`config.mk`:
```
export PLATFORM = sky130hd
export DESIGN_NAME = sync_length_checksum_deframer_top
export DESIGN_NICKNAME = d
export VERILOG_FILES = /design/src/design/sld_pkg.sv /design/src/design/sync_length_checksum_deframer_top.sv /design/src/design/sld_parser.sv
export SDC_FILE = /design/constraint.sdc
export NUM_CORES = 1
export LEC_CHECK = 0
export ABC_AREA = 1
export BUFFER_PORTS_ARGS = -buffer_cell sky130_fd_sc_hd__buf_2
export CAP_MARGIN = 20
export CORE_MARGIN = 2
export CORE_UTILIZATION = 65
export DETAILED_ROUTE_END_ITERATION = 7
export PLACE_DENSITY = 0.85
export SETUP_SLACK_MARGIN = 0.5
export SLEW_MARGIN = 20
export SYNTH_ARGS = -nofsm -noshare
export SYNTH_HDL_FRONTEND = slang
export SYNTH_HIERARCHICAL = 1
export SYNTH_SLANG_ARGS = --single-unit
```
`constraint.sdc`:
```
create_clock -name clk -period 6.82 [get_ports clk]
set_input_delay 1.364 -clock clk [delete_from_list [all_inputs] [get_ports clk]]
set_output_delay 1.364 -clock clk [all_outputs]
set_load 0.005 [all_outputs]
```
`src/design/sld_pkg.sv`:
```
// sld_pkg: shared types and constants of the sync/length/checksum deframer
// holds parser phase encoding, field kind and error codes, and the result word
// no dependencies
`default_nettype none

package sld_pkg;

  // frame layout constants
  localparam int unsigned SERIAL_BYTES = 8;
  localparam int unsigned PACKET_MAX   = 256;

  localparam logic [7:0]  SYNC_FIRST  = 8'hAA;
  localparam logic [7:0]  SYNC_SECOND = 8'h55;
  localparam logic [15:0] LENGTH_MIN  = 16'd5;

  // configuration register reset values
  localparam logic [7:0]  TIMEOUT_RESET = 8'd5;
  localparam logic [15:0] LIMIT_RESET   = 16'(PACKET_MAX - 8);

  // configuration register indexes
  localparam logic CFG_TIMEOUT = 1'b0;
  localparam logic CFG_LIMIT   = 1'b1;

  // field kinds reported with each word
  localparam logic [3:0] KIND_NONE     = 4'd0;
  localparam logic [3:0] KIND_SYNC     = 4'd1;
  localparam logic [3:0] KIND_TYPE     = 4'd2;
  localparam logic [3:0] KIND_SERIAL   = 4'd3;
  localparam logic [3:0] KIND_LENGTH   = 4'd4;
  localparam logic [3:0] KIND_VERSION  = 4'd5;
  localparam logic [3:0] KIND_SEQUENCE = 4'd6;
  localparam logic [3:0] KIND_COMMAND  = 4'd7;
  localparam logic [3:0] KIND_PAYLOAD  = 4'd8;
  localparam logic [3:0] KIND_CHECKSUM = 4'd9;

  // error codes
  localparam logic [2:0] ERR_NONE      = 3'd0;
  localparam logic [2:0] ERR_SYNC2     = 3'd1;
  localparam logic [2:0] ERR_TOO_LARGE = 3'd2;
  localparam logic [2:0] ERR_TOO_SMALL = 3'd3;
  localparam logic [2:0] ERR_CHECKSUM  = 3'd4;
  localparam logic [2:0] ERR_TIMEOUT   = 3'd5;

  // parser phases, one-hot
  typedef enum logic [9:0] {
    PH_HUNT    = 10'b00_0000_0001,
    PH_SYNC2   = 10'b00_0000_0010,
    PH_TYPE    = 10'b00_0000_0100,
    PH_SERIAL  = 10'b00_0000_1000,
    PH_LEN     = 10'b00_0001_0000,
    PH_VER     = 10'b00_0010_0000,
    PH_SEQ     = 10'b00_0100_0000,
    PH_CMD     = 10'b00_1000_0000,
    PH_PAYLOAD = 10'b01_0000_0000,
    PH_CHK     = 10'b10_0000_0000
  } phase_t;

  // one classified word
  typedef struct packed {
    logic [3:0] field_kind;
    logic [7:0] out_byte;
    logic       frame_start;
    logic       frame_end;
    logic       frame_ok;
    logic [2:0] error_code;
  } result_t;

  // configuration as seen by the parser
  typedef struct packed {
    logic [7:0]  timeout_seconds;
    logic [15:0] length_limit;
  } cfg_t;

endpackage

`default_nettype wire

```
`src/design/sync_length_checksum_deframer_top.sv`:
```
// sync_length_checksum_deframer_top: top level of the frame deframer
// input register, parser, result register and configuration registers
// depends on sld_pkg and sld_parser
//
// Usage:
//   in_*  : one word per accepted transfer (in_valid high, in_stall low).
//           in_mode 0 carries a received byte in in_rx_byte, in_mode 1 is a
//           one-second tick. Every word gives exactly one result word.
//   out_* : the classified word: field kind, echoed byte, frame start/end,
//           checksum good flag and error code. Accepted when out_valid is
//           high and out_stall low.
//   cfg_* : register writes, always ready. Index 0 is timeout_seconds
//           (low 8 bits of cfg_data), index 1 is length_limit.
// out_valid rises once an accepted word has passed the input register and
// the parser step into the result register; throughput is one word per
// cycle while out_stall is low, set by the combinational parser step between
// the input and result registers. When out_stall holds the result register,
// the input register still takes one more word, then in_stall rises.
// Reset puts the parser in sync hunt, empties both registers and loads
// timeout_seconds = 5 and length_limit = 248.
`default_nettype none

module sync_length_checksum_deframer_top (
  input  wire logic        clk,
  input  wire logic        rst_n,
  // input channel
  input  wire logic        in_valid,
  output logic             in_stall,
  input  wire logic        in_mode,
  input  wire logic [7:0]  in_rx_byte,
  // result channel
  output logic             out_valid,
  input  wire logic        out_stall,
  output logic [3:0]       out_field_kind,
  output logic [7:0]       out_out_byte,
  output logic             out_frame_start,
  output logic             out_frame_end,
  output logic             out_frame_ok,
  output logic [2:0]       out_error_code,
  // configuration channel
  input  wire logic        cfg_valid,
  output logic             cfg_ready,
  input  wire logic        cfg_index,
  input  wire logic [15:0] cfg_data
);

  logic             s1_valid_r, s1_valid_nxt;
  logic             s1_mode_r;
  logic [7:0]       s1_byte_r;
  logic             out_valid_r, out_valid_nxt;
  sld_pkg::result_t out_res_r;
  sld_pkg::result_t res;
  sld_pkg::cfg_t    cfg_r;

  logic out_free;
  logic advance;
  logic accept;

  // handshake control
  assign out_free      = !out_valid_r || !out_stall;
  assign advance       = s1_valid_r && out_free;
  assign in_stall      = s1_valid_r && !out_free;
  assign accept        = in_valid && !in_stall;
  assign s1_valid_nxt  = accept || (s1_valid_r && !advance);
  assign out_valid_nxt = advance || (out_valid_r && out_stall);
  assign cfg_ready     = 1'b1;

  always_ff @(posedge clk) begin
    if (!rst_n) begin
      s1_valid_r  <= 1'b0;
      out_valid_r <= 1'b0;
    end else begin
      s1_valid_r  <= s1_valid_nxt;
      out_valid_r <= out_valid_nxt;
    end
  end

  // input register
  always_ff @(posedge clk) begin
    if (accept) begin
      s1_mode_r <= in_mode;
      s1_byte_r <= in_rx_byte;
    end
  end

  // parser step
  sld_parser u_parser (
    .clk     (clk),
    .rst_n   (rst_n),
    .step    (advance),
    .mode    (s1_mode_r),
    .rx_byte (s1_byte_r),
    .cfg     (cfg_r),
    .res     (res)
  );

  // result register
  always_ff @(posedge clk) begin
    if (advance) begin
      out_res_r <= res;
    end
  end

  // configuration registers
  always_ff @(posedge clk) begin
    if (!rst_n) begin
      cfg_r.timeout_seconds <= sld_pkg::TIMEOUT_RESET;
      cfg_r.length_limit    <= sld_pkg::LIMIT_RESET;
    end else if (cfg_valid && cfg_ready) begin
      case (cfg_index)
        sld_pkg::CFG_TIMEOUT: cfg_r.timeout_seconds <= cfg_data[7:0];
        sld_pkg::CFG_LIMIT:   cfg_r.length_limit    <= cfg_data;
        default: begin
        end
      endcase
    end
  end

  // output ports
  assign out_valid       = out_valid_r;
  assign out_field_kind  = out_res_r.field_kind;
  assign out_out_byte    = out_res_r.out_byte;
  assign out_frame_start = out_res_r.frame_start;
  assign out_frame_end   = out_res_r.frame_end;
  assign out_frame_ok    = out_res_r.frame_ok;
  assign out_error_code  = out_res_r.error_code;

endmodule

`default_nettype wire

```
`src/design/sld_parser.sv`:
```
// sld_parser: frame parser state and per-word classification logic
// one word is classified per step; result is combinational from state and word
// depends on sld_pkg
`default_nettype none

module sld_parser (
  input  wire logic            clk,
  input  wire logic            rst_n,
  input  wire logic            step,
  input  wire logic            mode,
  input  wire logic [7:0]      rx_byte,
  input  wire sld_pkg::cfg_t   cfg,
  output sld_pkg::result_t     res
);

  sld_pkg::phase_t phase_r, phase_nxt;
  logic [15:0] field_count_r, field_count_nxt;
  logic [7:0]  length_low_r, length_low_nxt;
  logic [15:0] frame_length_r, frame_length_nxt;
  logic [7:0]  running_sum_r, running_sum_nxt;
  logic [7:0]  elapsed_r, elapsed_nxt;

  logic [15:0] count_dec;
  logic [15:0] length_word;
  logic [7:0]  sum_add;

  assign count_dec   = field_count_r - 16'd1;
  assign length_word = {rx_byte, length_low_r};
  assign sum_add     = running_sum_r + rx_byte;

  // next state and result for the word at hand
  always_comb begin
    phase_nxt        = phase_r;
    field_count_nxt  = field_count_r;
    length_low_nxt   = length_low_r;
    frame_length_nxt = frame_length_r;
    running_sum_nxt  = running_sum_r;
    elapsed_nxt      = elapsed_r;
    res              = '0;

    if (mode) begin
      // second tick: timeout check inside a frame
      if (phase_r != sld_pkg::PH_HUNT) begin
        if (elapsed_r >= cfg.timeout_seconds) begin
          res.error_code = sld_pkg::ERR_TIMEOUT;
          phase_nxt      = sld_pkg::PH_HUNT;
        end else begin
          elapsed_nxt = elapsed_r + 8'd1;
        end
      end
    end else begin
      res.out_byte = rx_byte;
      case (phase_r)
        sld_pkg::PH_SYNC2: begin
          if (rx_byte == sld_pkg::SYNC_SECOND) begin
            res.field_kind = sld_pkg::KIND_SYNC;
            phase_nxt      = sld_pkg::PH_TYPE;
          end else begin
            res.error_code = sld_pkg::ERR_SYNC2;
            phase_nxt      = sld_pkg::PH_HUNT;
          end
        end
        sld_pkg::PH_TYPE: begin
          res.field_kind  = sld_pkg::KIND_TYPE;
          field_count_nxt = 16'(sld_pkg::SERIAL_BYTES);
          phase_nxt       = sld_pkg::PH_SERIAL;
        end
        sld_pkg::PH_SERIAL: begin
          res.field_kind = sld_pkg::KIND_SERIAL;
          if (count_dec == 16'd0) begin
            field_count_nxt = 16'd2;
            phase_nxt       = sld_pkg::PH_LEN;
          end else begin
            field_count_nxt = count_dec;
          end
        end
        sld_pkg::PH_LEN: begin
          res.field_kind = sld_pkg::KIND_LENGTH;
          if (field_count_r == 16'd2) begin
            length_low_nxt  = rx_byte;
            field_count_nxt = 16'd1;
          end else begin
            frame_length_nxt = length_word;
            field_count_nxt  = 16'd0;
            if (length_word >= cfg.length_limit) begin
              res.error_code = sld_pkg::ERR_TOO_LARGE;
              phase_nxt      = sld_pkg::PH_HUNT;
            end else begin
              running_sum_nxt = 8'd0;
              phase_nxt       = sld_pkg::PH_VER;
            end
          end
        end
        sld_pkg::PH_VER: begin
          res.field_kind  = sld_pkg::KIND_VERSION;
          running_sum_nxt = sum_add;
          field_count_nxt = 16'd2;
          phase_nxt       = sld_pkg::PH_SEQ;
        end
        sld_pkg::PH_SEQ: begin
          res.field_kind  = sld_pkg::KIND_SEQUENCE;
          running_sum_nxt = sum_add;
          field_count_nxt = count_dec;
          if (count_dec == 16'd0) begin
            phase_nxt = sld_pkg::PH_CMD;
          end
        end
        sld_pkg::PH_CMD: begin
          res.field_kind  = sld_pkg::KIND_COMMAND;
          running_sum_nxt = sum_add;
          if (frame_length_r < sld_pkg::LENGTH_MIN) begin
            res.error_code = sld_pkg::ERR_TOO_SMALL;
            phase_nxt      = sld_pkg::PH_HUNT;
          end else begin
            field_count_nxt = frame_length_r - sld_pkg::LENGTH_MIN;
            // empty payload goes straight to the checksum
            if (frame_length_r != sld_pkg::LENGTH_MIN) begin
              phase_nxt = sld_pkg::PH_PAYLOAD;
            end else begin
              phase_nxt = sld_pkg::PH_CHK;
            end
          end
        end
        sld_pkg::PH_PAYLOAD: begin
          res.field_kind  = sld_pkg::KIND_PAYLOAD;
          running_sum_nxt = sum_add;
          field_count_nxt = count_dec;
          if (count_dec == 16'd0) begin
            phase_nxt = sld_pkg::PH_CHK;
          end
        end
        sld_pkg::PH_CHK: begin
          res.field_kind = sld_pkg::KIND_CHECKSUM;
          res.frame_end  = 1'b1;
          if (rx_byte == running_sum_r) begin
            res.frame_ok = 1'b1;
          end else begin
            res.error_code = sld_pkg::ERR_CHECKSUM;
          end
          phase_nxt = sld_pkg::PH_HUNT;
        end
        default: begin
          // hunting the first sync byte
          if (rx_byte == sld_pkg::SYNC_FIRST) begin
            res.field_kind  = sld_pkg::KIND_SYNC;
            res.frame_start = 1'b1;
            elapsed_nxt     = 8'd0;
            phase_nxt       = sld_pkg::PH_SYNC2;
          end else begin
            phase_nxt = sld_pkg::PH_HUNT;
          end
        end
      endcase
    end
  end

  // parser state registers
  always_ff @(posedge clk) begin
    if (!rst_n) begin
      phase_r        <= sld_pkg::PH_HUNT;
      field_count_r  <= 16'd0;
      length_low_r   <= 8'd0;
      frame_length_r <= 16'd0;
      running_sum_r  <= 8'd0;
      elapsed_r      <= 8'd0;
    end else if (step) begin
      phase_r        <= phase_nxt;
      field_count_r  <= field_count_nxt;
      length_low_r   <= length_low_nxt;
      frame_length_r <= frame_length_nxt;
      running_sum_r  <= running_sum_nxt;
      elapsed_r      <= elapsed_nxt;
    end
  end

endmodule

`default_nettype wire

```
==> metrics <==
Critical Setup Path Class primary input to output pin; M2 GR Usage 0.553; sequential share of power 0.435; Psw 0.449 mW; IO buf count 50; Routed WL 18,500 microns; DRC Markers 0; 1st-iter DRT viols 641; Gate Count Post-Synth 1,006; dominant synthesized flop cell dfxtp_1; routed len/inst 15.3 microns; Pins Over Slew Limit 0; number of synthesized flops with an enable pin 27; Initial Util 0.666; clk_lat worst skew 0.53 ns; power share of the clock group 0.474; Pwr per Cell Area 218 nW/um^2; Seq/Total Area, Yosys 0.367; Slew @ Worst Pin 0.927 ns; top cell type's share of synthesized area 0.255; fraction of layout cells with a size suffix above 1 0.123; GRT Util Overall 0.324; drt via density 5.67; Top Usage Layer GRT met2; worst-path maximum fanout 3; Hold Vio Cnt, Final 0; setup TNS 0 ns; RR Startpoint u_parser/phase_r[3]; Worst R2R Path Depth 7; worst setup path start out_stall; post-synth top area cell dfxtp_1; crit share post-route 0.457; Vias 6,835; Ports 52; Hold Buf Count CTS 0; CTS tree done; Synth Register Bits 119; PostCTS Resize Cnt 0; DIE WIDTH 109 microns; CORE AREA 10,800 sq um; critical path startpoint category primary input; Switching Fraction 0.255; final setup fails 0; Post-DRT Antenna Nets 0; CTS Root Cell clkbuf_8; grt met1 use 0.387; Pint 1.31 mW; GR Util met3 0.0889; min cycle time layout 3.12 ns; initial antenna violation count 0; maxcap violations 0; H-tree depth 4; Detail Placement HPWL 13,000 microns; Longest Clk Path Bufs 2; number of library cell types mapped by synthesis 50; Yosys warnings 6; RR Endpoint u_parser/phase_r[9]; Required @ worst endpoint 5.46 ns; drt pass-1 iters 5; global-route wire length before repair 29,900 microns; final hold slack 0.483 ns; vias in the first global route 6,439; syn_nets 1,075; postcts setup bufs 0; unrepaired setup endpoints after global routing no; Sinks on Clock Net 119; outcome completed; reg2reg setup slack 4.15 ns; Leakage 3.80 nW; CTS buffer count 17; Area contributors post-synth dfxtp_1 (26%), edfxtp_1 (11%), nand2_1 (9.6%); DIE AREA 12,000 sq um; HP Class flip-flop to flip-flop; Nets 1,122; combinational share of power 0.091; largest net degree at the start of global routing 46; Mean Syn Cell Area 7.18 sq um; worst setup path endpoint in_stall; diodes inserted 0; CP Capture Type output pin; gr ovfl total 0; Area Overhead vs Synth 12.0%; post-synthesis cell area 7220 sq um; Async SR Flop Fraction 0; f_max 321 MHz; GPL Wtd Cong 0.963; critical path data arrival time 1.75 ns; row cnt 38; Clock Skews 0.00534 ns; Max IR drop VDD 232 uV; chip height 109 microns; slew margin rel. 0.382; clk slew on worst S/H paths 0.06 ns
==> kinds of logic (layout without fill, tap and decap cells) <==
| kind of cell | after synthesis | in the layout | synth area share |
|---|---|---|---|
| other | 1 | 1 | 0.000520 |
| buffers and inverters | 169 | 229 | 0.0974 |
| DFF | 119 | 119 | 0.367 |
| xor gates and xnor gates | 22 | 22 | 0.0267 |
| and+or+nand+nor | 503 | 503 | 0.321 |
| adders and majority gates | 38 | 38 | 0.0669 |
| AOI/OAI and AO/OA | 154 | 154 | 0.120 |
==> sequential cells by signal (all words and copies together), names as in the netlist, 8 cells and up <==
register / cells
u_parser/length_low_r: 8
u_parser/field_count_r: 16
s1_byte_r: 8
cfg_r: 24
u_parser/frame_length_r: 16
u_parser/phase_r: 10
u_parser/elapsed_r: 8
u_parser/running_sum_r: 8
out_out_byte: 8
==> cell usage in the layout, fill, tap and decap left out, drive strengths merged, types with 2 or more instances in the layout <==
cell type	Yosys	layout
a31oi	3	3
a211oi	17	17
nand3	82	82
dfxtp	92	92
clkbuf	14	18
nand4	16	16
buf	12	54
bufinv	0	2
inv	142	143
o21bai	3	3
nor3	17	17
nand2	191	191
clkinvlp	0	2
nor3b	3	3
o22ai	12	12
xor2	18	18
a21oi	63	63
xnor2	4	4
nor4	5	5
clkinv	1	10
ha	37	37
edfxtp	27	27
nor2	182	182
o21ai	48	48
nand3b	6	6
==> worst min path at each step <==
stage,to,cells past startpoint,startpoint,slack (ns)
floorplan,cfg_r[18],2,cfg_r[18],0.43
global placement,u_parser/running_sum_r[3],2,u_parser/running_sum_r[3],0.45
detailed placement,u_parser/running_sum_r[3],2,u_parser/running_sum_r[3],0.46
CTS,u_parser/running_sum_r[5],2,u_parser/running_sum_r[5],0.48
global route,cfg_r[22],2,cfg_r[22],0.50
finish,u_parser/running_sum_r[2],2,u_parser/running_sum_r[2],0.48
==> cell usage after synthesis, types with 8 or more instances <==
cell,number
nor2_4,10
inv_1,131
clkbuf_1,14
o21ai_1,13
ha_1,37
a21oi_1,63
nor3_1,16
nand2_1,184
edfxtp_1,27
nor2_1,164
o21ai_0,34
dfxtp_1,92
nand4_1,15
nand3_1,76
xor2_1,18
a211oi_1,17
o22ai_1,12
nor2_2,8
==> stage by stage <==
stage | worst slack [ns] | area, sq um | utilization | total power, mW | cells
5_1_grt | 3.64 | 8080 | 0.746 | 1.82 | 1206
3_3_place_gp | 3.72 | 7530 | 0.695 | 0.931 | 1174
2_1_floorplan | 3.17 | 7220 | - | 0.889 | 1006
4_1_cts | 3.71 | 8080 | 0.746 | 1.77 | 1206
3_5_place_dp | 3.64 | 7530 | 0.695 | 0.936 | 1174
6_report | 3.70 | 8080 | 0.746 | 1.76 | 1206
==> worst max-delay path, cell delays in order <==
cell and delay, ns:
buf_2 0.12, nand3_1 0.10, inv_1 0.05, buf_2 0.12
==> layer usage <==
layer  vias to the layer above  routed length, microns
met1                      3123                    7680
met4                         0                     540
met5                         -                       0
met3                        47                    1330
li1                       3391                       -
met2                       274                    8920
==> power by group through the flow <==
stage	combinational, mW	sequential, mW	clock (mW)
6_report	0.160	0.766	0.836
2_1_floorplan	0.116	0.774	0
4_1_cts	0.158	0.766	0.844
3_5_place_dp	0.156	0.780	0
5_1_grt	0.180	0.769	0.876
3_3_place_gp	0.151	0.779	0
==> final cells by class <==
class                           instances  area (sq um)
Clock buffer                           18           418
Fill cell                             891          2760
Timing Repair Buffer                   54           280
Inverter                              143           549
Multi-Input combinational cell        718          3870
Clock inverter                         14           134
Tap cell                              140           175
Sequential cell                       119          2650
Power figures use the tool's default switching activity.
